<file path="config.mk">
export PLATFORM = sky130hd
export DESIGN_NAME = mlft_cell
export DESIGN_NICKNAME = d
export VERILOG_FILES = /design/src/rtl/core/assert_macros.svh /design/src/rtl/core/mlft_pkg.sv /design/src/rtl/core/mlft_cell.sv
export SDC_FILE = /design/constraint.sdc
export NUM_CORES = 1
export LEC_CHECK = 0
export BUFFER_PORTS_ARGS = -buffer_cell sky130_fd_sc_hd__buf_2
export CAP_MARGIN = 20
export CORE_MARGIN = 1.5
export CORE_UTILIZATION = 40
export CTS_BUF_LIST = sky130_fd_sc_hd__clkbuf_8
export CTS_CLUSTER_SIZE = 20
export DETAILED_ROUTE_END_ITERATION = 7
export PLACE_DENSITY_LB_ADDON = 0.1
export SETUP_SLACK_MARGIN = 0.1
export SLEW_MARGIN = 30
export SYNTH_ARGS = -nofsm -noshare
export SYNTH_HDL_FRONTEND = slang
export SYNTH_SLANG_ARGS = --single-unit
</file>
<file path="constraint.sdc">
create_clock -name clk -period 3.2 [get_ports clk]
set_input_delay 0.64 -clock clk [delete_from_list [all_inputs] [get_ports clk]]
set_output_delay 0.64 -clock clk [all_outputs]
set_load 0.05 [all_outputs]
</file>
<file path="src/rtl/core/assert_macros.svh">
// Assertion macros shared by the forwarding table RTL.
`ifndef ASSERT_MACROS_SVH
`define ASSERT_MACROS_SVH

// Property checked on every rising clk edge, skipped while rst is high.
`define ASSERT_CLK(lbl, prop, msg) \
  lbl: assert property (@(posedge clk) disable iff (rst) (prop)) else $error(msg);

// Condition that must never be true on a clk edge.
`define ASSERT_NEVER(lbl, cond, msg) \
  `ASSERT_CLK(lbl, !(cond), msg)

`endif

</file>
<file path="src/rtl/core/mlft_pkg.sv">
// Types and constants of the MAC learning forwarding table.
`default_nettype none

package mlft_pkg;

  localparam int MAC_W   = 48;
  localparam int PORT_W  = 4;
  localparam int AGE_W   = 8;
  localparam int STATE_W = 2;
  localparam int MASK_W  = 16;
  localparam int PCNT_W  = 5;

  localparam int TABLE_ENTRIES_DEF = 256;
  // port count is clamped to this many ports
  localparam int MAX_PORTS = 16;

  localparam logic [AGE_W-1:0] AGE_MAX = '1;
  // group (multicast) bit of the first octet
  localparam int GROUP_BIT = 40;

  // configuration register indexes
  localparam int CFG_ADDR_W = 2;
  localparam logic [CFG_ADDR_W-1:0] CFG_PORT_COUNT  = 2'd0;
  localparam logic [CFG_ADDR_W-1:0] CFG_AGE_LIMIT   = 2'd1;
  localparam logic [CFG_ADDR_W-1:0] CFG_CONTROL_DST = 2'd2;

  localparam logic [PCNT_W-1:0] PORT_COUNT_RST  = 5'd16;
  localparam logic [AGE_W-1:0]  AGE_LIMIT_RST   = 8'd15;
  localparam logic [MAC_W-1:0]  CONTROL_DST_RST = 48'h0180_C200_0000;

  // item kinds
  localparam logic OP_FRAME = 1'b0;
  localparam logic OP_TICK  = 1'b1;

  // ingress port states
  localparam logic [STATE_W-1:0] ST_BLOCKED    = 2'd0;
  localparam logic [STATE_W-1:0] ST_LISTENING  = 2'd1;
  localparam logic [STATE_W-1:0] ST_LEARNING   = 2'd2;
  localparam logic [STATE_W-1:0] ST_FORWARDING = 2'd3;

  // pass carried by the token walking the cell row
  typedef enum logic [1:0] {
    PASS_SEARCH,
    PASS_INSERT,
    PASS_TICK
  } pass_t;

  // token handed from cell to cell
  typedef struct packed {
    logic              vld;
    pass_t             pass;
    logic              flag;      // search: source found; insert: source stored
    logic              hit;       // destination found
    logic [PORT_W-1:0] hit_port;  // learned port of the destination
  } tok_t;

  // item fields broadcast to all cells while a token walks
  typedef struct packed {
    logic              learn;
    logic [PORT_W-1:0] in_port;
    logic [MAC_W-1:0]  src;
    logic [MAC_W-1:0]  dst;
  } item_t;

endpackage

`default_nettype wire

</file>
<file path="src/rtl/core/mlft_cell.sv">
// One table entry: address, port and age, acting on the token as it passes.
`default_nettype none

module mlft_cell import mlft_pkg::*; (
  input  logic             clk,
  input  logic             rst,
  input  item_t            item,
  input  logic [AGE_W-1:0] age_limit,
  input  tok_t             tok_in,
  output tok_t             tok_out
);

  logic [MAC_W-1:0]  mac, mac_next;
  logic [PORT_W-1:0] port, port_next;
  logic [AGE_W-1:0]  age, age_next;
  tok_t              tok_next;
  logic              ins;
  logic [MAC_W-1:0]  eff_mac;
  logic [PORT_W-1:0] eff_port;
  logic [AGE_W-1:0]  age_sat;

  // entry update and token forwarding
  always_comb begin
    mac_next  = mac;
    port_next = port;
    age_next  = age;
    tok_next  = tok_in;
    ins       = item.learn && !tok_in.flag && (mac == '0);
    eff_mac   = ins ? item.src : mac;
    eff_port  = ins ? item.in_port : port;
    age_sat   = (age == AGE_MAX) ? AGE_MAX : age + AGE_W'(1);
    if (tok_in.vld) begin
      case (tok_in.pass)
        PASS_SEARCH: begin
          // refresh an existing source entry
          if (item.learn && (mac == item.src)) begin
            port_next     = item.in_port;
            age_next      = '0;
            tok_next.flag = 1'b1;
          end
        end
        PASS_INSERT: begin
          // first empty slot takes a new source
          if (ins) begin
            mac_next      = item.src;
            port_next     = item.in_port;
            age_next      = '0;
            tok_next.flag = 1'b1;
          end
          // destination lookup sees the entry after learning
          if ((item.dst != '0) && (eff_mac == item.dst) && !tok_in.hit) begin
            tok_next.hit      = 1'b1;
            tok_next.hit_port = eff_port;
          end
        end
        PASS_TICK: begin
          if (mac != '0) begin
            if (age_sat >= age_limit) begin
              mac_next  = '0;
              port_next = '0;
              age_next  = '0;
            end else begin
              age_next = age_sat;
            end
          end
        end
        default: begin
          tok_next = tok_in;
        end
      endcase
    end
  end

  always_ff @(posedge clk) begin
    if (rst) begin
      mac         <= '0;
      port        <= '0;
      age         <= '0;
      tok_out.vld <= 1'b0;
    end else begin
      mac         <= mac_next;
      port        <= port_next;
      age         <= age_next;
      tok_out.vld <= tok_next.vld;
    end
    tok_out.pass     <= tok_next.pass;
    tok_out.flag     <= tok_next.flag;
    tok_out.hit      <= tok_next.hit;
    tok_out.hit_port <= tok_next.hit_port;
  end

endmodule

`default_nettype wire

</file>
# [After elaboration in Yosys (flattened, before gate mapping)]
# Index checks and enable logic that the tools add are counted.
[word_totals] ff_bits=69
[classes] reduce_logical=16 n_eq_ne=9 muxes=21 n_lt_le_gt_ge=1 add_sub_neg=1
[op_table] operator="$mux W48" n=3
[op_table] operator="$eq A48 B48 Y1" n=2
[op_table] operator="$pmux W48 S2" n=1
[op_table] operator="$reduce_bool A48 Y1" n=2
[op_table] operator="$logic_not A48 Y1" n=1
[op_table] operator="$mux W8" n=5
[op_table] operator="$pmux W8 S3" n=1
[op_table] operator="$mux W4" n=4
[op_table] operator="$pmux W4 S3" n=1
[op_table] operator="$mux W5" n=2
[op_table] operator="$reduce_and A5 Y1" n=2
[op_table] operator="$mux W9" n=1
[op_table] operator="$add A8 B1 Y8 const B" n=1
[op_table] operator="$eq A8 B8 Y1 const B" n=1
[op_table] operator="$ge A8 B8 Y1" n=1
[op_table] operator="$ne A2 B2 Y1 const B" n=4
[op_table] operator="$logic_and A1 B1 Y1" n=5
[op_table] operator="$reduce_and A4 Y1" n=1
[op_table] operator="$reduce_bool A3 Y1" n=1
[op_table] operator="$eq A2 B1 Y1 const B" n=1
[op_table] operator="$eq A2 B2 Y1 const B" n=1
[op_table] operator="$logic_not A1 Y1" n=2
[op_table] operator="$logic_not A2 Y1" n=1
[op_table] operator="$mux W1" n=2
[op_table] operator="2 further kinds" n=2

# [Depth between registers and ports, before layout]
[depth] depth_word=10 depth_mapped=15 ltp_nobuf=13

# [Worst setup path before layout]
# No wires, ideal clock.
[synth_path] kind="flip-flop to flip-flop" from="reg age[0]" to="reg mac[11]" path_buffers=2 slack_ns=0.173 arrival_time_ns=2.962 path_stages_with_launch=16 t_required_ns=3.135 cell_sequence="dfxtp_1 ha_1 and3_1 nand3_1 and2_1 ha_1 nand2b_1 a21o_1 a21o_1 a21oi_1 o211ai_1 nand3_1 clkbuf_1 clkbuf_1 a22oi_1 nor2_1"
[synth_via] elab_chain_len=5 elab_cells_between_ends=6 classes_between="1 x add/sub; 1 x order compare; 2 x eq/ne; 1 x mux; 1 x reduce/logical"
[synth_lines] element="start: declaration" line_no="mlft_cell.sv:15" source="logic [AGE_W-1:0] age, age_next;"
[synth_lines] element="start signal: assignment" line_no="mlft_cell.sv:83" source="age <= age_next;"
[synth_lines] element="$add A8 B1 Y8 or $eq A8 B8 Y1 (tied branches)" line_no="mlft_cell.sv:31" source="age_sat = (age == AGE_MAX) ? AGE_MAX : age + AGE_W'(1);"
[synth_lines] element="$mux W8 (*)" line_no="mlft_cell.sv:31"
[synth_lines] element="$ge A8 B8 Y1 (*)" line_no="mlft_cell.sv:58" source="if (age_sat >= age_limit) begin"
[synth_lines] element="$ne A2 B2 Y1 (no source line) (*)"
[synth_lines] element="$reduce_and A4 Y1 (no source line) (*)"
[synth_lines] element="end signal: assignment" line_no="mlft_cell.sv:81" source="mac <= mac_next;"
[synth_lines] element="end: declaration" line_no="mlft_cell.sv:13" source="logic [MAC_W-1:0] mac, mac_next;"
# Every way passes the cells marked *; elsewhere a longest branch is shown, timed or not.
# A chain may end at the register's enable or synchronous reset.

==> reports/qor.yml <==
route:
  drtIter0Drc: 657
  viasPerCell: 5.985
  drc_errors: 0
  routed_wl_mm: 22.46
  ant_nets: 0
  via_count: 5817
  wl_per_cell_um: 23.10
  drt-pass1-iter-count: 5
clock_tree:
  cts_max_level: 3
  cts_tree: "yes"
  clk_latency_ps: 380
  cts_max_path_buffers: 2
  clockRootBuffer: "clkbuf_8"
  path_clk_slew_ps: 80
  cts_made_buffers: 9
  cts.sinks: 69
worst_setup_path:
  endpoint_kind: "register"
  timing.critical_path.mode_cell: "nor4_2"
  path_buf_inv: 1
  r2r-end: "tok_out[1]"
  crit_path_max_incr_delay_ps: 400
  worst_ep_arrival_time_ps: 3240
  r2r-start: "mac[10]"
  r2r_cells: 9
  regToRegSetupSlack_ps: 220
  cp-start-kind: "register"
  required_ps: 3470
  critPathMaxFanout: 4
  timing_worst_setup_path_type: "reg -> reg"
  cp_top_family: "simple AND/OR/NAND/NOR gates"
  slowest_stage: "nor4_4"
  crit_chain: "nor4_2, nand4_1, buf_4, nor4_4, o221ai_2, o21a_1, nor4_2, and3_1, mux2_4"
synth:
  synth_area_sq_mm: 0.005069
  synth_top_cells_by_count: "dfxtp_1, xnor2_1, nor2_1, a22oi_1, inv_1"
  synth_area_per_cell_sq_um: 7.957
  netlist_instances: 637
  synth_top_family_by_area: "simple AND/OR/NAND/NOR gates"
  synth_cell_types: 54
  syn-num-nets: 770
  post-synth-top-count-cell: "dfxtp_1"
  muxShareOfSynthArea: 0.01802
  synth_top_flop_cell: "dfxtp_1"
  synth_top_area_cell: "dfxtp_1"
  yosysTopAreaCellShare: 0.2725
  synth_xor_area_frac: 0.1227
  ys_seq_area_frac: 0.2725
  synth-adder-area-share: 0.03209
  synthArstFlopShare: 0
  synth_simple_gate_area_frac: 0.2713
  synth_seq_cells: 69
  synth_enable_flop_cells: 0
  synthTopCellsByArea: "dfxtp_1, xnor2_1, a22oi_1"
  synth_compound_gate_area_share: 0.2269
  yosys_warnings: 0
worst_hold_path:
  hold_depth: 1
  hp-start: "tok_in[7]"
  hp-class: "in -> reg"
  holdPathEnd: "tok_out[7]"
floorplanning:
  die_w_um: 115.6
  initial_core_util: 0.4168
  fp.coreArea_sq_mm: 0.01216
  die_area_sq_mm: 0.01336
  num_rows: 40
  io_pins: 129
  die_y_um: 115.6
timing:
  fin_worst_skew_ps: 17.86
  worst_pin_slew_ps: 627.9
  fin_crit_ps: 2977
  final_max_slew_viol_count: 0
  setup_viol: 0
  rsz0062_at_grt: "no"
  fmax_ghz: 0.3359
  relSlewSlack: 0.5775
  finalHoldViolCount: 0
  tns_ps: 0
  min_period_over_period: 0.9303
final_layout:
  diodes: 0
  layout.nets: 932
  final_cells: 972
  design_area_sq_mm: 0.006397
  drive_above_1_share: 0.2587
  area_growth_pct: 26.22
global_routing:
  use_met1: 0.4823
  grtUsageTotal: 0.3412
  grt_max_degree: 49
  gr-usage-met3: 0.06904
  grt-busiest-layer: "met2"
  grt_pass1_vias: 5534
  grt_pass1_wl_mm: 33.03
  overflow: 0
  global_route.usage.met2: 0.5034
  antenna_found_initial: 0
power_and_ir_drop:
  max-vdd-ir-drop_v: 0.0001955
  total_power_w: 0.002215
  power_density_mw_per_mm2: 346.2
  p_leak_nw: 2.666
outcome:
  status: "completed"
job:
  maxCapViolCount: 0
place:
  io_buffers: 128
  gp_congestion: 1.013
  place_area_sq_mm: 0.006171
  detailed_place_hpwl_mm: 18.24
  placed_cells: 953
==> per-stage QoR <==
stage                 util  setup WS (ps)  hold WS (ps)
detailed placement  0.5074          66.31         572.5
global placement    0.5074          97.51         565.5
global route        0.5260          101.0         412.4
floorplan                -          173.2         534.1
CTS                 0.5245          221.9         404.0
finish              0.5260          223.2         419.1
==> worst register-to-register path, cell delays in order (launching register included) <==
cell      delay [ps]
dfxtp_1          390
nor4_2           370
nand4_1          130
buf_4            180
nor4_4           400
o221ai_2         150
o21a_1           220
nor4_2           350
and3_1           350
mux2_4           330
==> report_power, final <==
part,total [W],internal [W],switching (W)
combinational,0.000586,0.000230,0.000356
clock,0.000742,0.000373,0.000369
sequential,0.000887,0.000874,0.0000134
==> flip-flops by register name, indices dropped and copies added, names as in the netlist <==
| register | cells |
|---|---|
| age | 8 |
| tok_out | 9 |
| port | 4 |
| mac | 48 |
==> worst max-delay path by stage <==
| stage | endpoint | slack (ps) | depth (start not counted) | from |
|---|---|---|---|---|
| finish | tok_out[1] | 220 | 9 | mac[10] |
| global route | port[0] | 100 | 14 | age[2] |
| CTS | tok_out[1] | 220 | 10 | mac[10] |
| detailed placement | tok_out[1] | 70 | 9 | item[84] |
| global placement | tok_out[0] | 100 | 9 | mac[10] |
| floorplan | mac[11] | 170 | 15 | age[0] |
==> cell usage in the layout, fill, tap and decap left out, drive strengths merged, types with 5 or more instances in the layout <==
cell	synthesis	final
ha	13	13
xor2	5	5
dfxtp	69	69
xnor2	66	66
buf	5	172
o2111ai	12	12
o22ai	12	12
a22oi	52	52
mux2	5	5
o21ai	13	13
nor2	65	65
nor4	37	37
nand4	22	22
nand2b	49	49
and3	7	7
a31oi	9	9
nor2b	21	21
clkbuf	16	10
inv	52	54
a21oi	16	16
nand2	22	22
a21boi	7	7
a221oi	5	5
nand3	9	9
==> logic make-up after synthesis <==
logic type	count (synthesis)
simple gates	247
xor+xnor	71
compound gates	157
fa+ha+maj	13
mux	7
buf+inv	73
flops	69
==> layout make-up <==
type | count | area, sq um
fill | 1272 | 5764
multi-input combinational | 495 | 3420
sequential | 69 | 1384
timing repair buffer | 172 | 996.0
tap | 168 | 210.2
inverter | 52 | 195.2
clock buffer | 10 | 137.6
clock inverter | 6 | 55.05
==> timing repair <==
item                                    in CTS  in global routing
hold buffers                                 0                  0
setup buffers                                2                  1
pin swaps                                    1                  4
resized for setup                            0                  4
endpoints found under the setup margin       4                 61
==> metal layers <==
| layer | vias up | wire length [um] |
|---|---|---|
| li1 | 2652 | - |
| met1 | 2754 | 9726 |
| met2 | 357 | 9686 |
| met3 | 54 | 2266 |
| met4 | 0 | 777 |
| met5 | - | 0 |
Note: power is estimated with default switching activity, not from simulation.
